===== src/cau_pkg.sv =====
// cau_pkg: types, widths, commands and helper functions of the complex alu
// depends on nothing; used by every module under src
package cau_pkg;

   localparam int DW     = 16;           // operand and result width
   localparam int FB     = 8;            // fraction bits
   localparam int PW     = 2 * DW;       // product width
   localparam int MW     = 2 * DW + 2;   // magnitude width handed to saturation
   localparam int QW     = DW + 1;       // quotient bits produced by the divider cells
   localparam int XW     = 3 * DW + FB + 1; // divider remainder width
   localparam int SW     = 2 * DW + 1;   // square root remainder width
   localparam int CW     = DW + 3;       // cordic x and y width
   localparam int AB     = 20;           // angle fraction bits
   localparam int NIT    = 20;           // cordic iterations
   localparam int ZW     = 24;           // cordic angle width
   localparam int NCELL  = (QW > NIT) ? ((QW > DW) ? QW : DW) : ((NIT > DW) ? NIT : DW);
   localparam logic signed [ZW-1:0] HALF_PI = ZW'(1647099);

   typedef enum logic [2:0] {
      CMD_ADD  = 3'd0,
      CMD_SUB  = 3'd1,
      CMD_MUL  = 3'd2,
      CMD_DIV  = 3'd3,
      CMD_MOD  = 3'd4,
      CMD_ARG  = 3'd5,
      CMD_CONJ = 3'd6,
      CMD_EQ   = 3'd7
   } cmd_type;

   localparam logic [1:0] ST_OK   = 2'd0;
   localparam logic [1:0] ST_SAT  = 2'd1;
   localparam logic [1:0] ST_DIV0 = 2'd2;

   typedef struct packed {
      cmd_type                cmd;
      logic signed [DW-1:0]   a_re;
      logic signed [DW-1:0]   a_im;
      logic signed [DW-1:0]   b_re;
      logic signed [DW-1:0]   b_im;
   } req_type;

   typedef struct packed {
      logic signed [DW-1:0]   res_re;
      logic signed [DW-1:0]   res_im;
      logic                   is_equal;
      logic [1:0]             status;
   } rsp_type;

   typedef struct packed {
      logic [DW-1:0] val;
      logic          sat;
   } sat_type;

   // state handed from cell to cell
   typedef struct packed {
      cmd_type                cmd;
      rsp_type                pre;      // finished word for add, sub, mul, conj, eq
      logic                   dz;
      logic [PW-1:0]          den;
      logic                   neg_re;
      logic                   neg_im;
      logic [XW-1:0]          rem_re;
      logic [XW-1:0]          rem_im;
      logic [QW-1:0]          q_re;
      logic [QW-1:0]          q_im;
      logic [SW-1:0]          srem;
      logic [DW-1:0]          root;
      logic signed [CW-1:0]   cx;
      logic signed [CW-1:0]   cy;
      logic signed [ZW-1:0]   cz;
      logic                   re_zero;
      logic                   im_pos;
      logic                   im_neg;
   } cell_type;

   // atan(2^-i) in q.20
   function automatic logic signed [ZW-1:0] atan_q(input int i);
      logic signed [ZW-1:0] r;
      case (i)
         0:  r = ZW'(823550);
         1:  r = ZW'(486170);
         2:  r = ZW'(256879);
         3:  r = ZW'(130396);
         4:  r = ZW'(65451);
         5:  r = ZW'(32757);
         6:  r = ZW'(16383);
         7:  r = ZW'(8192);
         8:  r = ZW'(4096);
         9:  r = ZW'(2048);
         10: r = ZW'(1024);
         11: r = ZW'(512);
         12: r = ZW'(256);
         13: r = ZW'(128);
         14: r = ZW'(64);
         15: r = ZW'(32);
         16: r = ZW'(16);
         17: r = ZW'(8);
         18: r = ZW'(4);
         19: r = ZW'(2);
         default: r = '0;
      endcase
      return r;
   endfunction

   // sign and magnitude to a saturated two's complement word
   function automatic sat_type sat_pack(input logic neg, input logic [MW-1:0] mag);
      sat_type       r;
      logic [MW-1:0] half;
      logic [MW-1:0] m;
      half  = MW'(1) << (DW - 1);
      m     = mag;
      r.sat = 1'b0;
      if (neg) begin
         if (m > half) begin
            m     = half;
            r.sat = 1'b1;
         end
         r.val = DW'(-m);
      end else begin
         if (m > half - MW'(1)) begin
            m     = half - MW'(1);
            r.sat = 1'b1;
         end
         r.val = DW'(m);
      end
      return r;
   endfunction

   function automatic sat_type sat_s(input logic signed [MW-1:0] v);
      logic [MW-1:0] m;
      m = v[MW-1] ? MW'(-v) : MW'(v);
      return sat_pack(v[MW-1], m);
   endfunction

endpackage


===== src/cau_final.sv =====
// cau_final: result selection, rounding, saturation and the output register
// depends on cau_pkg
module cau_final (
   input  logic              clock,
   input  logic              reset,
   input  logic              adv,
   input  logic              in_vld,
   input  cau_pkg::cell_type in_cell,
   output logic              out_vld,
   output cau_pkg::rsp_type  out_rsp
);

   localparam int MW = cau_pkg::MW;
   localparam int ZW = cau_pkg::ZW;

   logic             vld_ff;
   cau_pkg::rsp_type rsp_ff;
   cau_pkg::rsp_type rsp_in;

   always_comb begin
      logic [MW-1:0]          big, mre, mim;
      logic signed [ZW-1:0]   z, zr;
      cau_pkg::sat_type       sre, sim;

      big = MW'(1) << cau_pkg::DW;
      // a remainder still at or above the divisor means the quotient overflowed
      mre = (in_cell.rem_re >= cau_pkg::XW'(in_cell.den)) ? big : MW'(in_cell.q_re);
      mim = (in_cell.rem_im >= cau_pkg::XW'(in_cell.den)) ? big : MW'(in_cell.q_im);

      if (in_cell.re_zero) begin
         z = in_cell.im_pos ? cau_pkg::HALF_PI :
             (in_cell.im_neg ? -cau_pkg::HALF_PI : '0);
      end else begin
         z = in_cell.cz;
      end
      zr = (z + (ZW'(1) << (cau_pkg::AB - cau_pkg::FB - 1))) >>> (cau_pkg::AB - cau_pkg::FB);

      rsp_in = '0;
      unique case (in_cell.cmd)
         cau_pkg::CMD_DIV: begin
            sre = cau_pkg::sat_pack(in_cell.neg_re, mre);
            sim = cau_pkg::sat_pack(in_cell.neg_im, mim);
            if (in_cell.dz) begin
               rsp_in.status = cau_pkg::ST_DIV0;
            end else begin
               rsp_in.res_re = sre.val;
               rsp_in.res_im = sim.val;
               rsp_in.status = (sre.sat | sim.sat) ? cau_pkg::ST_SAT : cau_pkg::ST_OK;
            end
         end
         cau_pkg::CMD_MOD: begin
            sre = cau_pkg::sat_pack(1'b0, MW'(in_cell.root));
            sim = '0;
            rsp_in.res_re = sre.val;
            rsp_in.status = sre.sat ? cau_pkg::ST_SAT : cau_pkg::ST_OK;
         end
         cau_pkg::CMD_ARG: begin
            sre = cau_pkg::sat_s(MW'(zr));
            sim = '0;
            rsp_in.res_re = sre.val;
            rsp_in.status = sre.sat ? cau_pkg::ST_SAT : cau_pkg::ST_OK;
         end
         default: begin
            sre = '0;
            sim = '0;
            rsp_in = in_cell.pre;
         end
      endcase
   end

   always_ff @(posedge clock) begin
      if (reset) begin
         vld_ff <= 1'b0;
      end else if (adv) begin
         vld_ff <= in_vld;
      end
      if (adv) begin
         rsp_ff <= rsp_in;
      end
   end

   assign out_vld = vld_ff;
   assign out_rsp = rsp_ff;

endmodule


===== config.mk =====
export PLATFORM = sky130hd
export DESIGN_NAME = cau_final
export DESIGN_NICKNAME = d
export VERILOG_FILES = /design/src/cau_pkg.sv /design/src/cau_final.sv
export SDC_FILE = /design/constraint.sdc
export NUM_CORES = 1
export LEC_CHECK = 0
export BUFFER_PORTS_ARGS = -buffer_cell sky130_fd_sc_hd__buf_2
export CAP_MARGIN = 15
export CELL_PAD_IN_SITES_DETAIL_PLACEMENT = 0
export CELL_PAD_IN_SITES_GLOBAL_PLACEMENT = 1
export CORE_ASPECT_RATIO = 0.6
export CORE_UTILIZATION = 32
export CTS_CLUSTER_DIAMETER = 50
export DETAILED_ROUTE_END_ITERATION = 6
export GPL_ROUTABILITY_DRIVEN = 0
export MAX_ROUTING_LAYER = met4
export PLACE_DENSITY = 0.95
export SYNTH_ARGS = -nofsm -noshare
export SYNTH_HDL_FRONTEND = slang
export SYNTH_SLANG_ARGS = --single-unit
export TNS_END_PERCENT = 10

===== constraint.sdc =====
create_clock -name clock -period 9.58 [get_ports clock]
set_input_delay 0.479 -clock clock [delete_from_list [all_inputs] [get_ports clock]]
set_output_delay 0.479 -clock clock [all_outputs]
set_load 0.1 [all_outputs]

# ---- Word-level counts from Yosys, hierarchy flattened
# Index checks and enable logic that the tools add are counted.
dict set report totals {
  regBits 36
  latch_bits 0
  ram_bits 0
  mem_bits_ro 0
  inputBits 339
  output_inout_bits 36
  memories 0
}
dict set report op_classes {
  addsub 5
  n_mul 0
  n_div 0
  n_lt_le_gt_ge 9
  eq_ne 3
  shifts 0
  n_mux 41
  bitwise 1
  n_reduce_logical 2
}
# op count
set op_table {}
lappend op_table {{$mux 16} 13}
lappend op_table {{$mux 17} 9}
lappend op_table {{$ge 57x32->1} 2}
lappend op_table {{$mux 24} 3}
lappend op_table {{$neg 16->16} 3}
lappend op_table {{$pmux 16 s3} 1}
lappend op_table {{$gt 17x15->1 const B} 2}
lappend op_table {{$gt 17x16->1 const B} 2}
lappend op_table {{$gt 34x15->1 const B} 1}
lappend op_table {{$gt 34x16->1 const B} 1}
lappend op_table {{$mux 34} 1}
lappend op_table {{$neg 12->34} 1}
lappend op_table {{$mux 32} 1}
lappend op_table {{$pmux 16 s2} 1}
lappend op_table {{$add 24x13->24 const B} 1}
lappend op_table {{$gt 16x15->1 const B} 1}
lappend op_table {{$mux 1} 10}
lappend op_table {{$eq 3x3->1 const B} 2}
lappend op_table {{$pmux 2 s3} 1}
lappend op_table {{$eq 3x2->1 const B} 1}
lappend op_table {{$reduce_or 3->1} 1}
lappend op_table {{$mux 2} 1}
lappend op_table {{$reduce_or 2->1} 1}
lappend op_table {{$or 1x1->1} 1}

# ---- Depth between registers and ports, before layout
dict set report depth {
  ltp_word 15
  ltp_mapped 18
}

# ---- Worst setup path before layout
# OpenSTA, ideal clock, no wires.
dict set report synth_timing {
  kind {input port to flip-flop}
  from {input in_cell[2] (netlist name)}
  to {register rsp_ff, in the netlist out_rsp[29] (data pin)}
  setup_ns 0.138
  arrival_time_ns 3.855
  t_required_ns 9.442
  path_slack_ns 5.587
  path_stages 16
  cell_sequence {and3b_1 -> clkbuf_1 -> a21o_1 -> ha_1 -> xnor2_2 -> inv_2 -> ha_1 -> clkbuf_1 -> inv_1 -> a2111oi_4 -> mux2_2 -> o22ai_1 -> o211a_1 -> nand4_2 -> or4_1 -> nand4_1}
}
# item line_no
set synth_rtl {}
lappend synth_rtl {{from (decl)} cau_final.sv:8} ;# input cau_pkg::cell_type in_cell,
lappend synth_rtl {{to (signal assigned)} cau_final.sv:78} ;# rsp_ff <= rsp_in;
lappend synth_rtl {{to (decl)} cau_final.sv:17} ;# cau_pkg::rsp_type rsp_ff;

==> flow_metrics.py <==
metrics = {
    "cts": {
        "cts_resized": 0,
        "cts_root_buffer": "clkbuf_16",
        "htreeDepth": 2,
        "cts_hold_buffers": 0,
        "cts_setup_buffers": 0,
        "clockBufferDepth": 2,
        "clk_pin_slew_ps": 60,
        "cts_num_sinks": 36,
        "worstSkewPairLatency_ps": 290,
        "cts_tree": "done",
        "cts_made_buffers": 5,
    },
    "routing": {
        "dr.pass1.iters": 5,
        "wire_per_inst_um": 17.8,
        "finalWirelength_mm": 22.3,
        "drt-initial-drc-count": 636,
        "antenna_left": 0,
        "vias_per_cell": 5.60,
        "route.detailed.drc": 0,
        "vias": 7023,
    },
    "timing": {
        "slew_headroom_pct": 36.9,
        "hold_viol_final": 0,
        "clock_skew_ps": 0,
        "min_period_ps": 4520,
        "fin_tns_setup_ps": 0,
        "period_share_pct": 47.2,
        "max_slew.worst_pin.slew_ps": 946,
        "rsz0062_at_grt": "false",
        "setup_violations": 0,
        "drv_slew": 0,
        "max_freq_mhz": 221,
    },
    "layout": {
        "regArea_um2": 1070,
        "area_growth_pct": 30.7,
        "nets": 1425,
        "design_area_um2": 7630,
        "drive_above_1_share_pct": 33.0,
        "multi_input_area_um2": 4420,
        "fill_cells": 1823,
        "fin_cells": 1254,
        "finish.utilization_pct": 43.6,
    },
    "floorplan": {
        "io_pins": 375,
        "start_util_pct": 33.4,
        "core-area_um2": 17500,
        "fp.dieW_um": 176,
        "rows": 37,
        "dieArea_um2": 18800,
        "die_y_um": 107,
    },
    "synth": {
        "synth_top_area_share_pct": 18.0,
        "synth_area_leaders": "edfxtp_1, ha_1, a21oi_1",
        "synthDistinctLibCells": 93,
        "syn_area_per_cell_um2": 7.81,
        "syn_inst": 748,
        "ys_warn_count": 0,
        "synth_fp_nets": 1156,
        "synth_flop_cell": "edfxtp_1",
        "ys_seq_area_share_pct": 18.3,
        "synth.cell_area_um2": 5840,
        "ys_ff_latch": 36,
        "synth_top_area_cell": "edfxtp_1",
        "synthArstFlopShare_pct": 0,
        "synth_edf_count": 35,
    },
    "hold_path": {
        "holdPathEnd": "out_vld",
        "hold_path_depth": 2,
        "hold_path_class": "input pin to flop",
        "holdCritStartpoint": "reset",
    },
    "power_and_ir_drop": {
        "seqPwrFrac_pct": 25.3,
        "clockPowerShare_pct": 24.8,
        "ir_drop_uv": 81.5,
        "internal_power_uw": 438,
        "power.density_nw_per_um2": 102,
        "power.net_switching_uw": 340,
        "swShare_pct": 43.7,
        "comb_power_share_pct": 49.9,
        "power_leakage_nw": 3.61,
    },
    "critical_path": {
        "critical_path_class": "input pin to flop",
        "cp-end-kind": "flop",
        "arrival_ps": 4510,
        "worst-r2r-cell-count": 2,
        "cp_data_required_time_ps": 9570,
        "rrSetupSlack_ps": 9000,
        "startpoint_type": "input pin",
        "r2r_end": "out_vld",
        "reg2reg_from": "out_vld",
        "crit_path_max_fanout": 20,
    },
    "global_routing": {
        "overflow": 0,
        "grt_max_degree": 37,
        "antenna_found_initial": 2,
        "grt_pass1_vias": 6293,
        "grt_pass1_wl_mm": 33.2,
        "grt_usage_pct": 23.3,
    },
    "placed_design": {
        "dp_hpwl_mm": 18.5,
        "dpl_cell_area_um2": 7460,
        "io_buffers": 292,
        "dp.cells": 1244,
    },
    "run_status": {
        "status": "finished, final reports clean",
    },
    "job": {
        "drv_cap": 0,
    },
}
==> cells in the final DEF, fill, tap and decap left out, types with 18 or more instances in the layout <==
master,n
nand2_1,68
buf_2,292
nand4_1,26
inv_1,48
a21o_1,21
o21ai_0,36
nor4_1,20
ha_1,69
nor3_1,18
nand3_1,24
edfxtp_1,35
nor2_1,53
a21oi_1,62
==> metrics by stage <==
stage / setup slack, ps / hold WS (ps) / power [mW]
global route: 4700 / 338 / 0.818
CTS: 5100 / 335 / 0.779
detailed placement: 4820 / 482 / 0.584
floorplan: 5590 / 551 / 0.462
global placement: 4830 / 470 / 0.579
finish: 5060 / 338 / 0.778
==> worst max path at each step <==
stage	slack, ps	cells after the start	from	to
6_report	5060	15	in_cell[2]	out_rsp[32]
3_3_place_gp	4830	14	in_cell[243]	out_rsp[29]
5_1_grt	4700	14	in_cell[243]	out_rsp[29]
4_1_cts	5100	14	in_cell[243]	out_rsp[29]
2_1_floorplan	5590	16	in_cell[2]	out_rsp[29]
3_5_place_dp	4820	14	in_cell[243]	out_rsp[29]
==> power groups by stage <==
| stage | Combinational, mW | Clock [mW] | Sequential [mW] |
|---|---|---|---|
| 3_3_place_gp | 0.379 | 0 | 0.200 |
| 6_report | 0.388 | 0.193 | 0.197 |
| 2_1_floorplan | 0.149 | 0 | 0.313 |
| 3_5_place_dp | 0.384 | 0 | 0.200 |
| 5_1_grt | 0.417 | 0.202 | 0.198 |
| 4_1_cts | 0.385 | 0.196 | 0.197 |
==> cells in the mapped netlist, drive strengths merged (7+ instances only) <==
master and count:
edfxtp 35, clkbuf 23, or2 11, xnor2 13, buf 11, nand3 25, inv 50, o21ai 38
xor2 10, a31oi 12, a21oi 63, and3 7, a211oi 13, nand2 68, nor3 19, ha 69
o31ai 11, mux2i 10, and2 8, nor2 53, nand4 27, a21o 21, nor4 23
==> registers in the layout (all words and copies together), names as in the netlist <==
register,cells
out_vld,1
out_rsp,35
==> logic make-up after synthesis <==
kind of cell	after synthesis	share of synthesized area, %
simple gates	296	28.3
compound gates	227	26.5
flops	36	18.3
mux	13	2.29
buf+inv	84	5.96
fa+ha+maj	69	14.8
xor+xnor	23	3.84
==> area by class of cell <==
type,count,share of cell area [%]
multi-input combinational,628,57.9
tap,234,3.84
antenna,2,0.0656
inverter,50,2.46
sequential,36,14.0
clock buffer,6,1.69
timing repair buffer,296,19.5
clock inverter,2,0.459
==> per-layer routing <==
metal  share of wire (%)  global-route usage [%]  vias up  wire length [µm]
met5                   0                       -        -                 0
met4                0.52                    2.40        0               115
li1                    -                       -     3423                 -
met1                  45                    32.7     3229             10100
met2                  44                    35.6      360              9820
met3                  10                    4.43       11              2270
==> critical path, cell delays in order <==
cell and delay [ps]:
buf_2 300, and3b_1 410, a21o_1 130, ha_1 340, xnor2_2 190, inv_2 120
ha_1 350, inv_1 150, a2111oi_4 570, nor3_1 100, and4b_4 390, o21a_4 160
nand3_1 70, o21ai_0 540, a31oi_1 180
Power figures use the tool's default switching activity.
