--- config.mk ---
export PLATFORM = sky130hd
export DESIGN_NAME = cau_cell
export DESIGN_NICKNAME = d
export VERILOG_FILES = /design/src/cau_pkg.sv /design/src/cau_cell.sv
export SDC_FILE = /design/constraint.sdc
export NUM_CORES = 1
export LEC_CHECK = 0
export ABC_AREA = 1
export CORE_AREA = 3 3 262 264
export CTS_BUF_LIST = sky130_fd_sc_hd__clkbuf_4 sky130_fd_sc_hd__clkbuf_8
export CTS_CLUSTER_SIZE = 25
export DETAILED_ROUTE_END_ITERATION = 12
export DIE_AREA = 0 0 265 267
export DONT_BUFFER_PORTS = 1
export PLACE_DENSITY = 0.6
export SLEW_MARGIN = 10
export SYNTH_ARGS = -nofsm -noshare
export SYNTH_HDL_FRONTEND = slang
export SYNTH_SLANG_ARGS = --single-unit
--- constraint.sdc ---
create_clock -name clock -period 9.8 [get_ports clock]
set_input_delay 2.94 -clock clock [delete_from_list [all_inputs] [get_ports clock]]
set_output_delay 2.94 -clock clock [all_outputs]
set_load 0.02 [all_outputs]
--- src/cau_pkg.sv ---
// cau_pkg: types, widths, commands and helper functions of the complex alu
// depends on nothing; used by every module under src
package cau_pkg;

   localparam int DW     = 16;           // operand and result width
   localparam int FB     = 8;            // fraction bits
   localparam int PW     = 2 * DW;       // product width
   localparam int MW     = 2 * DW + 2;   // magnitude width handed to saturation
   localparam int QW     = DW + 1;       // quotient bits produced by the divider cells
   localparam int XW     = 3 * DW + FB + 1; // divider remainder width
   localparam int SW     = 2 * DW + 1;   // square root remainder width
   localparam int CW     = DW + 3;       // cordic x and y width
   localparam int AB     = 20;           // angle fraction bits
   localparam int NIT    = 20;           // cordic iterations
   localparam int ZW     = 24;           // cordic angle width
   localparam int NCELL  = (QW > NIT) ? ((QW > DW) ? QW : DW) : ((NIT > DW) ? NIT : DW);
   localparam logic signed [ZW-1:0] HALF_PI = ZW'(1647099);

   typedef enum logic [2:0] {
      CMD_ADD  = 3'd0,
      CMD_SUB  = 3'd1,
      CMD_MUL  = 3'd2,
      CMD_DIV  = 3'd3,
      CMD_MOD  = 3'd4,
      CMD_ARG  = 3'd5,
      CMD_CONJ = 3'd6,
      CMD_EQ   = 3'd7
   } cmd_type;

   localparam logic [1:0] ST_OK   = 2'd0;
   localparam logic [1:0] ST_SAT  = 2'd1;
   localparam logic [1:0] ST_DIV0 = 2'd2;

   typedef struct packed {
      cmd_type                cmd;
      logic signed [DW-1:0]   a_re;
      logic signed [DW-1:0]   a_im;
      logic signed [DW-1:0]   b_re;
      logic signed [DW-1:0]   b_im;
   } req_type;

   typedef struct packed {
      logic signed [DW-1:0]   res_re;
      logic signed [DW-1:0]   res_im;
      logic                   is_equal;
      logic [1:0]             status;
   } rsp_type;

   typedef struct packed {
      logic [DW-1:0] val;
      logic          sat;
   } sat_type;

   // state handed from cell to cell
   typedef struct packed {
      cmd_type                cmd;
      rsp_type                pre;      // finished word for add, sub, mul, conj, eq
      logic                   dz;
      logic [PW-1:0]          den;
      logic                   neg_re;
      logic                   neg_im;
      logic [XW-1:0]          rem_re;
      logic [XW-1:0]          rem_im;
      logic [QW-1:0]          q_re;
      logic [QW-1:0]          q_im;
      logic [SW-1:0]          srem;
      logic [DW-1:0]          root;
      logic signed [CW-1:0]   cx;
      logic signed [CW-1:0]   cy;
      logic signed [ZW-1:0]   cz;
      logic                   re_zero;
      logic                   im_pos;
      logic                   im_neg;
   } cell_type;

   // atan(2^-i) in q.20
   function automatic logic signed [ZW-1:0] atan_q(input int i);
      logic signed [ZW-1:0] r;
      case (i)
         0:  r = ZW'(823550);
         1:  r = ZW'(486170);
         2:  r = ZW'(256879);
         3:  r = ZW'(130396);
         4:  r = ZW'(65451);
         5:  r = ZW'(32757);
         6:  r = ZW'(16383);
         7:  r = ZW'(8192);
         8:  r = ZW'(4096);
         9:  r = ZW'(2048);
         10: r = ZW'(1024);
         11: r = ZW'(512);
         12: r = ZW'(256);
         13: r = ZW'(128);
         14: r = ZW'(64);
         15: r = ZW'(32);
         16: r = ZW'(16);
         17: r = ZW'(8);
         18: r = ZW'(4);
         19: r = ZW'(2);
         default: r = '0;
      endcase
      return r;
   endfunction

   // sign and magnitude to a saturated two's complement word
   function automatic sat_type sat_pack(input logic neg, input logic [MW-1:0] mag);
      sat_type       r;
      logic [MW-1:0] half;
      logic [MW-1:0] m;
      half  = MW'(1) << (DW - 1);
      m     = mag;
      r.sat = 1'b0;
      if (neg) begin
         if (m > half) begin
            m     = half;
            r.sat = 1'b1;
         end
         r.val = DW'(-m);
      end else begin
         if (m > half - MW'(1)) begin
            m     = half - MW'(1);
            r.sat = 1'b1;
         end
         r.val = DW'(m);
      end
      return r;
   endfunction

   function automatic sat_type sat_s(input logic signed [MW-1:0] v);
      logic [MW-1:0] m;
      m = v[MW-1] ? MW'(-v) : MW'(v);
      return sat_pack(v[MW-1], m);
   endfunction

endpackage

--- src/cau_cell.sv ---
// cau_cell: one step of divider, square root and cordic, registered
// depends on cau_pkg
module cau_cell #(
   parameter int STEP = 0
) (
   input  logic              clock,
   input  logic              reset,
   input  logic              adv,
   input  logic              in_vld,
   input  cau_pkg::cell_type in_cell,
   output logic              out_vld,
   output cau_pkg::cell_type out_cell
);

   localparam int QW = cau_pkg::QW;
   localparam int DW = cau_pkg::DW;
   localparam int XW = cau_pkg::XW;
   localparam int SW = cau_pkg::SW;
   localparam int DJ = (STEP < QW) ? QW - 1 - STEP : 0;
   localparam int SJ = (STEP < DW) ? DW - 1 - STEP : 0;
   localparam logic signed [cau_pkg::ZW-1:0] ATN = cau_pkg::atan_q(STEP);

   logic              vld_ff;
   cau_pkg::cell_type cell_ff;
   cau_pkg::cell_type cell_in;

   always_comb begin
      logic [XW-1:0]             dsh;
      logic [SW-1:0]             trial;
      logic signed [cau_pkg::CW-1:0] dx, dy;

      cell_in = in_cell;

      // restoring division, one quotient bit for each part
      dsh = XW'(in_cell.den) << DJ;
      if (STEP < QW) begin
         if (in_cell.rem_re >= dsh) begin
            cell_in.rem_re    = in_cell.rem_re - dsh;
            cell_in.q_re[DJ]  = 1'b1;
         end
         if (in_cell.rem_im >= dsh) begin
            cell_in.rem_im    = in_cell.rem_im - dsh;
            cell_in.q_im[DJ]  = 1'b1;
         end
      end

      // square root, one root bit
      trial = (SW'(in_cell.root) << (SJ + 1)) | (SW'(1) << (2 * SJ));
      if (STEP < DW) begin
         if (in_cell.srem >= trial) begin
            cell_in.srem      = in_cell.srem - trial;
            cell_in.root[SJ]  = 1'b1;
         end
      end

      // vectoring cordic, one rotation
      dx = in_cell.cy >>> STEP;
      dy = in_cell.cx >>> STEP;
      if (STEP < cau_pkg::NIT) begin
         if (!in_cell.cy[cau_pkg::CW-1]) begin
            cell_in.cx = in_cell.cx + dx;
            cell_in.cy = in_cell.cy - dy;
            cell_in.cz = in_cell.cz + ATN;
         end else begin
            cell_in.cx = in_cell.cx - dx;
            cell_in.cy = in_cell.cy + dy;
            cell_in.cz = in_cell.cz - ATN;
         end
      end
   end

   always_ff @(posedge clock) begin
      if (reset) begin
         vld_ff <= 1'b0;
      end else if (adv) begin
         vld_ff <= in_vld;
      end
      if (adv) begin
         cell_ff <= cell_in;
      end
   end

   assign out_vld  = vld_ff;
   assign out_cell = cell_ff;

endmodule

* Yosys cells after proc, flatten, opt, wreduce, memory -nomap -nowiden
Cells that the tools add are included.
** Operators by class
- Order comparisons :: 3
- Mux-type cells :: 4
- $add $sub $neg :: 8
** Operator list (count)
- $ge A57 B48 Y1 :: 2
- $mux W57 :: 2
- $sub A57 B48 Y57 :: 2
- $mux W62 :: 1
- $sub A19 B19 Y19 :: 2
- $mux W34 :: 1
- $ge A33 B32 Y1 :: 1
- $sub A33 B32 Y33 :: 1
- $add A24 B21 Y24 const B :: 1
- $sub A24 B21 Y24 const B :: 1
- $add A19 B19 Y19 :: 1
** Storage, ports and cells
- Logic and storage cells :: 40
- Input port bits :: 339
- Flip-flop bits (word level) :: 336

* Logic depth before layout (Yosys ltp)
Gate-level depths: netlist of run 1.
- Depth in word-level cells :: 2
- Mapped depth :: 16

* Worst setup path after synthesis of run 1
No wires, ideal clock.
- Path type :: input-to-reg
- Start :: in in_cell[45] in the netlist's numbering
- End :: reg cell_ff, in the netlist out_cell[25] (data pin)
- Data arrival time :: 4975 ps
- Buffers on the path :: 1
- Required time :: 9542 ps
- Stages on the path :: 10
- Setup slack :: 4568 ps
- Library setup time :: 258 ps
- Cells stage by stage :: inv_2 -> buf_1 -> ha_1 -> a21oi_1 -> nand2_1 -> a21boi_0 -> o21ai_0 -> nand2_1 -> nand2_1 -> xor2_1
** RTL lines
- start, declared :: line cau_cell.sv:10 : input cau_pkg::cell_type in_cell,
- end signal, assigned :: line cau_cell.sv:79 : cell_ff <= cell_in;
- end, declared :: line cau_cell.sv:24 : cau_pkg::cell_type cell_ff;

==> results of run 1 <==
-- per-stage QoR --
step / instances / setup slack, ns
after floorplan: 3033 / 4.57
after global placement: 3868 / 3.98
after detailed placement: 3868 / 3.96
after CTS: 3983 / 4.70
after global routing: 3987 / 4.55
final: 3987 / 4.70
-- registers in the layout, indices dropped and copies added, names as in the netlist --
name / cells
out_vld: 1
out_cell: 334
-- placed cells by master, fill, tap and decap left out, types with 9 or more instances in the layout --
cell,count
sky130_fd_sc_hd__a21o_1,9
sky130_fd_sc_hd__nand3b_1,24
sky130_fd_sc_hd__xnor2_1,12
sky130_fd_sc_hd__edfxtp_1,334
sky130_fd_sc_hd__nand4_1,29
sky130_fd_sc_hd__clkbuf_4,17
sky130_fd_sc_hd__ha_1,154
sky130_fd_sc_hd__clkinv_1,11
sky130_fd_sc_hd__o21ai_0,71
sky130_fd_sc_hd__clkinv_2,9
sky130_fd_sc_hd__nand3_1,182
sky130_fd_sc_hd__o21bai_1,13
sky130_fd_sc_hd__nor3_1,35
sky130_fd_sc_hd__a21oi_1,139
sky130_fd_sc_hd__nor2_2,14
sky130_fd_sc_hd__nand2_1,1082
sky130_fd_sc_hd__nor2_1,236
sky130_fd_sc_hd__nand3_2,13
sky130_fd_sc_hd__clkbuf_8,65
sky130_fd_sc_hd__xor2_1,64
sky130_fd_sc_hd__inv_1,488
sky130_fd_sc_hd__inv_2,9
-- routing by layer --
layer,vias to the layer above,part of all wire,routed length (microns),GRT usage
li1,9810,-,-,-
met1,9374,0.40,34400,0.284
met2,861,0.48,41300,0.394
met3,129,0.10,8810,0.0852
met4,4,0.027,2340,0.0703
met5,-,0.00030,26,0
-- layout make-up --
| type | count | area [sq um] |
|---|---|---|
| timing repair buffer | 1 | 7.51 |
| clock inverter | 33 | 302 |
| fill | 7022 | 41300 |
| inverter | 498 | 1870 |
| tap | 873 | 1090 |
| sequential | 335 | 10000 |
| multi-input combinational | 2161 | 11100 |
| clock buffer | 82 | 1020 |
| antenna | 4 | 10.0 |
-- worst min-delay path by stage --
| stage | endpoint | slack [ns] | depth (start not counted) |
|---|---|---|---|
| finish | out_vld$_SDFFE_PP0P_ | 0.61 | 2 |
| global route | out_vld$_SDFFE_PP0P_ | 0.63 | 2 |
| CTS | out_vld$_SDFFE_PP0P_ | 0.61 | 2 |
| detailed placement | out_vld$_SDFFE_PP0P_ | 0.61 | 2 |
| global placement | out_vld$_SDFFE_PP0P_ | 0.61 | 2 |
| floorplan | out_vld$_SDFFE_PP0P_ | 0.58 | 2 |
-- logic make-up after synthesis --
kind of cell	count (synthesis)	share of synthesized area
AND/OR/NAND/NOR	1651	0.295
buffers and inverters	537	0.0915
flip-flops	335	0.432
AO/OA/AOI/OAI	272	0.0643
adder cells (fa/ha/maj)	161	0.0888
XOR/XNOR	76	0.0286
multiplexers	1	0.000430
-- power by group --
part,total (mW),switching [mW],internal [mW],leakage (nW)
logic,0.804,0.541,0.262,8.17
registers,2.09,0.304,1.79,3.28
clock network,1.46,0.642,0.814,0.680
-- worst register-to-register path, stage by stage (launching register included) --
cell and delay (ns):
sky130_fd_sc_hd__dfxtp_1 0.45, sky130_fd_sc_hd__mux2i_1 0.11, sky130_fd_sc_hd__nor2_1 0.09
==> results.md, run 1 <==
Pwr:
- The total leakage power is between 10 and 15 nW.
- Across the VDD grid, the largest voltage drop is 0.0000894 V.
- For this design the ratio of total power to cell area is between 150 and 200 nW/um^2.
- The design draws 4.35 mW.

Global route:
- Entering global routing, the biggest net connects 336 pins.
- The first global-routing pass estimated between 100 and 150 mm of wire.
- The global-route usage over all layers is 0.235.
- The sum of overflow across all layers after global routing is 0.
- The via count of the first global-routing pass is about 19000.
- The number of antenna violations at the first check in global routing came to 6.

Timing:
- The number of setup violations in the final report is 0.
- The share of the clock period used by the worst path after layout is 0.521.
- Final hold analysis gives a worst-case slack of about 0.6 ns.
- The post-route setup TNS is 0 ns.
- The relative slew slack is 0.421.
- The final-report hold violation count is 0.
- The total count of max-transition violations in the final report is 0.
- Setup repair after global routing left no endpoint under its margin.
- The time the worst path needs with I/O delays and setup is 5.10 ns.
- The actual transition at the worst max-transition pin is 0.867 ns.
- Static timing analysis puts the maximum clock frequency at just under 200 MHz.
- Between clock sinks in the finished design, the worst skew comes to 0 ns.

Floorplan:
- In this run the standard cell core region covers 66800 sq um.
- The site row count is 95.
- Measured along the y axis, the die boundary spans 267 microns.
- The die span in x is 265 microns.
- The die area is between 70000 and 80000 sq um.
- In this run the count of I/O pins placed on the die edge is 675.
- For this configuration, the core starts out at a cell density of 0.349.

Worst setup path:
- The flop-to-flop setup slack is 9.10 ns.
- The worst setup path is captured at a register.
- Measured in cells, the most critical reg-to-reg path has a length of 2.
- In this run the worst path has a maximum fanout of 38.
- The worst stage delay on the critical path is 0.47 ns.
- STA classifies the critical path startpoint as an input pin.
- The startpoint of the worst-slack reg-to-reg timing path is out_vld$_SDFFE_PP0P_.
- The arrival time reported for the critical path endpoint is 5.50 ns.
- The launch point of the worst path is in_cell[291].
- The signal on the critical path passes through inv_1, ha_1, nand2_1, nor2_2, nand2_2, nor2_2, nand4_1, nor2_1, nor2_1, nand2_4, inv_4, nand2_1, nand2_1.
- The standard cell with the maximum stage delay on the critical path is sky130_fd_sc_hd__nand2_4.
- The path length in cells of the critical path is 13.
- The worst register-to-register path ends at out_vld$_SDFFE_PP0P_.
- Together, buffers and inverters on the worst path number 2.
- In this run the worst setup path terminates at out_cell[172]$_DFFE_PP_.
- The kind of cell adding the most delay to the critical path is simple AND/OR/NAND/NOR gates.
- For the worst setup path, the data required time is 10.19 ns.
- The setup path with the least slack is of type input pin to register.
- The most prevalent standard cell on the critical path is sky130_fd_sc_hd__nand2_1.

Yosys:
- The number of distinct standard cells referenced by the synthesized netlist is between 40 and 50.
- The fraction of registers with async set or reset after synthesis is 0.
- The net count after synthesis is about 3500.
- Of the post-synthesis cell area, the dominant cell type holds 0.431.
- The number of cells produced by synthesis is 3033.
- In this run the cell area of the synthesized design comes to 23300 sq um.
- In the post-synthesis netlist, the biggest area contributors are sky130_fd_sc_hd__edfxtp_1, sky130_fd_sc_hd__nand2_1, sky130_fd_sc_hd__ha_1.
- The number of storage elements in the synthesis netlist is approximately 340.
- A synthesized cell averages around 7.7 sq um.
- In the synthesized netlist, the cells that appear most often are sky130_fd_sc_hd__nand2_1, sky130_fd_sc_hd__inv_1, sky130_fd_sc_hd__edfxtp_1.
- The dominant cell by count in the synthesized netlist is sky130_fd_sc_hd__nand2_1.
- sky130_fd_sc_hd__edfxtp_1 takes more of the synthesized area than any other cell.
- Among all flip-flop cells after synthesis, the most frequent one is sky130_fd_sc_hd__edfxtp_1.
- The share of the Yosys chip area taken by registers is 0.432.
- During synthesis, Yosys emitted a total of 0 warnings.
- Counting flops with a built-in enable in the synthesized netlist gives about 330.

Clock network:
- The number of buffers inserted during clock tree synthesis is 61.
- CTS saw ~340 sinks.
- The longest clock path from root to sink contains 3 buffers.
- The cell at the root of the clock tree is sky130_fd_sc_hd__clkbuf_8.
- The buffer count from post-CTS setup fixing is 0.
- The clock network latency to the later pin of the worst-skew pair is around 0.65 ns.
- In this run the number of H-tree levels came out at 2.
- The clock-pin slew reported for the worst setup and hold paths after clock tree synthesis is 0.06 ns.
- The quantity of gates resized following cts is 0.
- The number of hold-repair buffers added at the cts stage is 0.
- The CTS tree is yes.

Hold path:
- The worst hold path begins at out_vld$_SDFFE_PP0P_.
- The tightest min-delay check is of the register to register type.

Detailed routing:
- The pre-antenna-repair detailed-routing pass consisted of 5 iterations.
- The sum of routed wire length over all layers is around 87 mm.
- The number of nets still failing antenna checks after routing is 0.
- Across all layers, the routed design uses 20200 vias.
- Using the TritonRoute via totals, the vias-per-cell ratio works out to ~5.1.
- The initial detailed-routing violation count is approximately 1700.
- For this run, design rule violations remaining after detail routing come to 0.
- Dividing the detail-routed wire length by the instance count gives 21.8 microns.

Finish:
- For this run, the share of the core covered by cells in the final layout is 0.381.
- The layout overhead on the synthesized area is 9.34%.
- The final non-filler cell area is roughly 25000 sq um.
- At the end of the flow, the number of nets in the layout was between 3000 and 4000.
- The fraction of layout instances using a drive strength above 1 is 0.0527.

Run status:
- The flow ran to the end, and the final reports show no timing, DRC or antenna violations.

Run:
- The count of max-cap constraint violations is 0.

Placed design:
- The final estimated routing congestion in global placement is approximately 1.0.
- Summed over all nets, the half-perimeter wirelength after detailed placement is roughly 71 mm.
- The placement-stage cell area is between 20000 and 25000 sq um.
- Buffers placed on the I/O ports in this run total 0.
Power figures use the tool's default switching activity.
==> inputs of run 2 (changes only) <==
==> constraint.sdc (replaced) <==
create_clock -name clock -period 5.05 [get_ports clock]
set_input_delay 1.515 -clock clock [delete_from_list [all_inputs] [get_ports clock]]
set_output_delay 1.515 -clock clock [all_outputs]
set_load 0.02 [all_outputs]
==> results.md, run 2 (same netlist as run 1, synthesis figures left out) <==
Finish:
- The fraction of layout instances using a drive strength above 1 is 0.0528 (was 0.0527).
- The storage element area is 10000 sq um (unchanged).
- The fill cell instance count of the final layout is 6935 (was 7022).
- The most frequent standard cell in the layout excluding fill and tap cells was sky130_fd_sc_hd__nand2_1 (unchanged).
- The net count of the finished layout is 3565 (was 3558).
- The flip-flop count of the largest register after layout is 334 (unchanged).
- Commonest cells after routing, fill and taps aside: sky130_fd_sc_hd__nand2_1, sky130_fd_sc_hd__inv_1, sky130_fd_sc_hd__edfxtp_1 (unchanged).
- The multi-input gate area in the final layout came to 11100 sq um (unchanged).
- The layout overhead on the synthesized area is 9.81% (was 9.34%).

Floorplan:
- The die area came to 70800 sq um (unchanged).
- The height of the die was 267 microns (unchanged).
- The site row count is 95 (unchanged).
- The initial core utilization came to 0.349 (unchanged).
- The number of I/O pins is 675 (unchanged).
- The floorplan core area is 66800 sq um (unchanged).
- The die span in x is 265 microns (unchanged).

Worst setup path:
- The highest net fanout along the worst path is 39 (was 38).
- The category of the worst setup path launch point is an input pin (unchanged).
- The worst reg2reg path depth came to 2 (unchanged).
- The category of the most critical setup path was input pin to register (unchanged).
- The arrival time reported for the critical path endpoint is 3.85 ns (was 5.50 ns).
- The required time at the worst-slack endpoint is 5.40 ns (was 10.19 ns).
- The launch point of the worst path is in_cell[271] (was in_cell[291]).
- The kind of end point of the critical path is a register (unchanged).
- The startpoint of the worst-slack reg-to-reg timing path is out_vld$_SDFFE_PP0P_ (unchanged).

Clock network:
- The quantity of gates resized following cts is 0 (unchanged).
- The CTS tree is yes (unchanged).
- The clock network latency to the later pin of the worst-skew pair is 0.68 ns (was 0.65 ns).
- The clock sink count is 335 (unchanged).
- The buffer count from post-CTS setup fixing is 0 (unchanged).
- The cell at the root of the clock tree is sky130_fd_sc_hd__clkbuf_8 (unchanged).
- The clock tree buffer depth is 3 (unchanged).
- The clock-pin slew reported for the worst setup and hold paths after clock tree synthesis was 0.09 ns (was 0.06 ns).
- The level count of the clock H-tree is 3 (was 2).
- The number of buffers inserted during clock tree synthesis is 66 (was 61).
- The number of hold-repair buffers added at the cts stage came to 0 (unchanged).

Pwr:
- The fraction of power consumed by sequential logic was 0.468 (was 0.481).
- The total power is 8.70 mW (was 4.35 mW).
- The proportion of total power due to net switching is 0.337 (was 0.342).
- The internal power component is 5.77 mW (was 2.87 mW).
- The proportion of power drawn by the clock network is 0.352 (was 0.334).
- The switching power is 2.93 mW (was 1.49 mW).
- The total leakage power was 12.2 nW (was 12.1 nW).
- The power share of the combinational group is 0.179 (was 0.185).
- The worst voltage drop across the vdd grid is 0.000186 V (was 0.0000894 V).
- The total power divided by cell area is 340 nW/um^2 (was 171 nW/um^2).

Timing:
- Setup repair after global routing missed its margin: false (unchanged).
- The maximum operating frequency is between 200 and 300 MHz.
- The time the worst path needs with I/O delays and setup is 3.50 ns.
- The actual transition at the worst max-transition pin is 1.74 ns (was 0.867 ns).
- The worst setup skew after layout was 0 ns (unchanged).
- The post-route setup TNS came to 0 ns (unchanged).
- The final-report hold violation count is 0 (unchanged).
- The total count of max-transition violations in the final report is 114 (was 0).
- Of the available clock period, the critical path in the final layout requires 0.692.
- The number of setup violations in the final report is 0 (unchanged).
- The relative slew slack came to -0.163 (was 0.421).

Placed design:
- The count of port buffers added during placement came to 0 (unchanged).
- The final estimated routing congestion in global placement is 1.00 (was 0.996).
- The detailed placement HPWL is 71.4 mm (was 71.3 mm).

Hold path:
- The number of cells on the worst hold path is 2 (unchanged).
- The worst min-delay path class is register to register (unchanged).
- The source of the worst hold timing path is out_vld$_SDFFE_PP0P_ (unchanged).

Detailed routing:
- The number of vias per cell is 5.02 (was 5.06).
- The average routed wire per standard cell was 21.9 microns (was 21.8 microns).
- The number of nets still failing antenna checks after routing is 0 (unchanged).
- The via count of the routed design was 20000 (was 20200).
- The sum of routed wire length over all layers is 87.2 mm (was 86.8 mm).
- The initial detailed-routing violation count was 1727 (was 1685).
- The total iterations of the first detailed-routing run came to 5 (unchanged).
- The count of unresolved DRC violations after routing is 0 (unchanged).

Global route:
- The global-route usage over all layers was 0.236 (was 0.235).
- The first-pass GRT wire length was 124 mm (about the same).
- The sum of overflow across all layers after global routing was 0 (unchanged).
- The via count of the first global-routing pass came to 18900 (was 19000).
- The largest net degree at the start of global routing was 336 (unchanged).
- The number of antenna violations at the first check in global routing is 8 (was 6).

Run status:
- The checks that failed: slew limit.
- Run status: complete, but fails checks (was completed).

Run:
- The count of max-cap constraint violations is 0 (unchanged).
==> run 2: cell types whose count changed in the layout (fill, tap and decap cells not counted), moves of 2 or more <==
cell and change:
sky130_fd_sc_hd__clkbuf_4 -5, sky130_fd_sc_hd__bufinv_16 +4, sky130_fd_sc_hd__clkinvlp_4 -4, sky130_fd_sc_hd__buf_4 +2, sky130_fd_sc_hd__inv_6 +2
==> run 2: cell type report <==
| type | instances | area share |
|---|---|---|
| flip-flops and latches | 335 | 0.393 |
| repair buffers | 3 | 0.000881 |
| clock buffers | 78 | 0.0391 |
| well taps | 873 | 0.0427 |
| inverters | 498 | 0.0732 |
| diodes | 4 | 0.000392 |
| clock inverters | 34 | 0.0164 |
| multi-input cells | 2161 | 0.434 |
==> run 2: path summary, 6_finish.rpt <==
path / slack [ns] / endpoint
setup / recovery: 1.55 / out_cell[258]$_DFFE_PP_
hold / removal: 0.62 / out_vld$_SDFFE_PP0P_
setup reg to reg: 4.29 / out_vld$_SDFFE_PP0P_
hold reg to reg: 0.62 / out_vld$_SDFFE_PP0P_
==> run 2: power groups by stage <==
stage	registers (mW)	clock network, mW	logic [mW]
2_1_floorplan	3.98	0	1.14
3_3_place_gp	4.14	0	1.52
3_5_place_dp	4.13	0	1.53
4_1_cts	4.08	3.16	1.54
5_1_grt	4.09	3.29	1.76
6_report	4.08	3.06	1.56
==> run 2: critical path: stages <==
cell and delay, ns:
sky130_fd_sc_hd__inv_1 0.17, sky130_fd_sc_hd__ha_1 0.32, sky130_fd_sc_hd__nand2_1 0.13, sky130_fd_sc_hd__inv_1 0.05, sky130_fd_sc_hd__nand2_1 0.05, sky130_fd_sc_hd__nand2_1 0.06, sky130_fd_sc_hd__inv_1 0.07, sky130_fd_sc_hd__nand3_2 0.12
sky130_fd_sc_hd__nand2_1 0.11, sky130_fd_sc_hd__nand3_1 0.10, sky130_fd_sc_hd__nand2_1 0.12, sky130_fd_sc_hd__nand2_4 0.27, sky130_fd_sc_hd__inv_2 0.60, sky130_fd_sc_hd__a21oi_1 0.12
==> run 2: per-layer routing <==
metal | vias up | track usage | share of wire
li1 | 9811 | - | -
met1 | 9211 | 0.275 | 0.39
met2 | 835 | 0.396 | 0.48
met3 | 137 | 0.0904 | 0.10
met4 | 8 | 0.0866 | 0.031
met5 | - | 0 | 0.00063
==> run 2: per-stage QoR <==
stage | hold slack, ns | worst slack [ns] | area, sq um | utilization | std cells
floorplan | 0.579 | 1.24 | 23300 | - | 3033
global placement | 0.598 | 0.979 | 24100 | 0.361 | 3870
detailed placement | 0.609 | 0.920 | 24100 | 0.361 | 3870
CTS | 0.619 | 1.59 | 25600 | 0.383 | 3982
global route | 0.649 | 1.35 | 25600 | 0.383 | 3985
finish | 0.623 | 1.55 | 25600 | 0.383 | 3986
==> inputs of run 3 (changes only) <==
--- a/config.mk
+++ b/config.mk
@@ -12,7 +12,7 @@
 export DETAILED_ROUTE_END_ITERATION = 12
 export DIE_AREA = 0 0 265 267
 export DONT_BUFFER_PORTS = 1
-export PLACE_DENSITY = 0.6
+export PLACE_DENSITY = 0.62
 export SLEW_MARGIN = 10
 export SYNTH_ARGS = -nofsm -noshare
 export SYNTH_HDL_FRONTEND = slang
==> constraint.sdc (replaced) <==
create_clock -name clock -period 3 [get_ports clock]
set_input_delay 0.9 -clock clock [delete_from_list [all_inputs] [get_ports clock]]
set_output_delay 0.9 -clock clock [all_outputs]
set_load 0.02 [all_outputs]
==> results.md, run 3 (same netlist as run 1, synthesis figures left out) <==
Run status:
- Run status: completed (was complete, but fails checks).

Worst setup path:
- The category of the worst setup path launch point was an input pin (unchanged).
- The worst stage delay on the critical path is 0.42 ns (was 0.60 ns).
- The kind of cell adding the most delay to the critical path was simple AND/OR/NAND/NOR gates (unchanged).
- The most prevalent standard cell on the critical path was sky130_fd_sc_hd__nand2_1 (unchanged).
- The highest net fanout along the worst path is 3 (was 39).
- The arrival time reported for the critical path endpoint is 2.86 ns (was 3.85 ns).
- The combined buffer and inverter count along the critical path is 3 (was 4).
- The required time at the worst-slack endpoint is 3.42 ns (was 5.40 ns).
- The standard cell with the maximum stage delay on the critical path is sky130_fd_sc_hd__fa_1 (was sky130_fd_sc_hd__inv_2).
- The kind of end point of the critical path is a register (unchanged).
- The category of the most critical setup path is input pin to register (unchanged).
- List of cells traversed by the critical path: inv_1, ha_1, fa_1, inv_1, nand3_1, nand3_1, nand2_1, nand2_1, nand2_1, nand2_1, nand2_1, nand3_1, nand2_1, nand2_1, inv_2 (was inv_1, ha_1, nand2_1, inv_1, nand2_1, nand2_1, inv_1, nand3_2, nand2_1, nand3_1, nand2_1, nand2_4, inv_2, a21oi_1).

Clock network:
- The level count of the clock H-tree came to 2 (was 3).
- The quantity of gates resized following cts is 0 (unchanged).
- The cell at the root of the clock tree is sky130_fd_sc_hd__clkbuf_8 (unchanged).
- The number of buffers inserted during clock tree synthesis is 61 (was 66).
- The clock network latency to the later pin of the worst-skew pair is 0.67 ns (was 0.68 ns).
- The CTS tree is yes (unchanged).
- The clock sink count is 335 (unchanged).
- The clock tree buffer depth is 3 (unchanged).
- The clock-pin slew reported for the worst setup and hold paths after clock tree synthesis is 0.06 ns (was 0.09 ns).
- The buffer count from post-CTS setup fixing is 0 (unchanged).
- The number of hold-repair buffers added at the cts stage came to 0 (unchanged).

Floorplan:
- The number of I/O pins is 675 (unchanged).
- The site row count is 95 (unchanged).
- The die area is 70800 sq um (unchanged).
- The initial core utilization came to 0.349 (unchanged).
- The floorplan core area was 66800 sq um (unchanged).
- The height of the die was 267 microns (unchanged).
- The die span in x is 265 microns (unchanged).

Pwr:
- The total leakage power came to 13.1 nW (was 12.2 nW).
- The total power divided by cell area is 554 nW/um^2 (was 340 nW/um^2).
- The worst voltage drop across the vdd grid was 0.000361 V (was 0.000186 V).
- The total power is 14.9 mW (was 8.70 mW).

Finish:
- The flip-flop count of the largest register after layout is 334 (unchanged).
- The final standard cell count with taps included and fillers excluded is 4159 (was 3986).
- The layout overhead on the synthesized area was 15.9% (was 9.81%).
- The fraction of layout instances using a drive strength above 1 was 0.104 (was 0.0528).
- Commonest cells after routing, fill and taps aside: sky130_fd_sc_hd__nand2_1, sky130_fd_sc_hd__inv_1, sky130_fd_sc_hd__edfxtp_1 (unchanged).
- The fill cell instance count of the final layout is 6953 (was 6935).
- The most frequent standard cell in the layout excluding fill and tap cells is sky130_fd_sc_hd__nand2_1 (unchanged).
- The net count of the finished layout is 3731 (was 3565).

Placed design:
- The final estimated routing congestion in global placement came to 0.997 (was 1.00).
- The count of port buffers added during placement came to 0 (unchanged).
- The number of cells after detailed placement was 4041 (was 3870).
- The setup slack at placement was -0.0658 ns (was 0.920 ns).
- The detailed placement HPWL is 72.8 mm (was 71.4 mm).

Run:
- The count of max-cap constraint violations came to 0 (unchanged).

Timing:
- Setup repair after global routing missed its margin: false (unchanged).
- The actual transition at the worst max-transition pin came to 1.35 ns (was 1.74 ns).
- The least setup slack across all paths after layout is 0.563 ns (was 1.55 ns).
- The total count of max-transition violations in the final report came to 0 (was 114).
- Dividing the final minimum period by the clock period gives 0.812.
- The number of setup violations in the final report is 0 (unchanged).
- The relative slew slack was 0.103 (was -0.163).
- The time the worst path needs with I/O delays and setup is 2.44 ns.
- Static timing analysis puts the maximum clock frequency at roughly 410 MHz.
- The post-route setup TNS came to 0 ns (unchanged).
- The worst setup skew after layout is 0 ns (unchanged).
- The final-report hold violation count is 0 (unchanged).

Detailed routing:
- The count of unresolved DRC violations after routing is 0 (unchanged).
- The sum of routed wire length over all layers is 87.6 mm (was 87.2 mm).
- The number of nets still failing antenna checks after routing was 0 (unchanged).
- The number of vias per cell is 4.95 (was 5.02).
- The average routed wire per standard cell was 21.1 microns (was 21.9 microns).
- The via count of the routed design came to 20600 (was 20000).
- The total iterations of the first detailed-routing run is 6 (was 5).
- The initial detailed-routing violation count was 1731 (was 1727).

Global route:
- The via count of the first global-routing pass came to 19600 (was 18900).
- The number of antenna violations at the first check in global routing is 8 (unchanged).
- The global-route usage over all layers was 0.236 (about the same).
- The first-pass GRT wire length is 125 mm (was 124 mm).
- The sum of overflow across all layers after global routing was 0 (unchanged).
- The largest net degree at the start of global routing is 336 (unchanged).

Hold path:
- The worst min-delay path class is input pin to register (was register to register).
-- run 3: per-layer routing --
layer	up-vias	part of all wire	track usage
met2	829	0.47	0.396
met1	9422	0.39	0.274
li1	10200	-	-
met4	10	0.035	0.0836
met5	-	0.00091	0
met3	155	0.11	0.0926
-- run 3: layout make-up --
class,count,area (sq um),share of cell area
clock inverters,41,500,0.0185
inverters,498,1870,0.0693
flip-flops and latches,335,10000,0.372
multi-input cells,2161,11100,0.411
well taps,873,1090,0.0405
clock buffers,74,937,0.0347
diodes,3,7.51,0.000278
repair buffers,174,1430,0.0530
-- run 3: final timing paths --
path	start	end	slack [ns]	cells after the start
worst max-delay path	in_cell[164]	out_cell[196]$_DFFE_PP_	0.56	15
worst min register to register	out_vld$_SDFFE_PP0P_	out_vld$_SDFFE_PP0P_	0.61	2
worst min-delay path	reset	out_vld$_SDFFE_PP0P_	0.29	1
worst max register to register	out_vld$_SDFFE_PP0P_	out_vld$_SDFFE_PP0P_	2.29	2
-- run 3: metrics by stage --
step | hold slack, ns | util | instance area (sq um)
2_1_floorplan | 0.579 | - | 23300
3_3_place_gp | 0.595 | 0.382 | 25500
3_5_place_dp | 0.602 | 0.382 | 25500
4_1_cts | 0.218 | 0.404 | 27000
5_1_grt | 0.244 | 0.404 | 27000
6_report | 0.290 | 0.404 | 27000
-- run 3: power by group --
part / internal, mW / switching (mW)
combinational: 1.08 / 1.83
sequential: 5.85 / 0.999
clock: 3.04 / 2.13
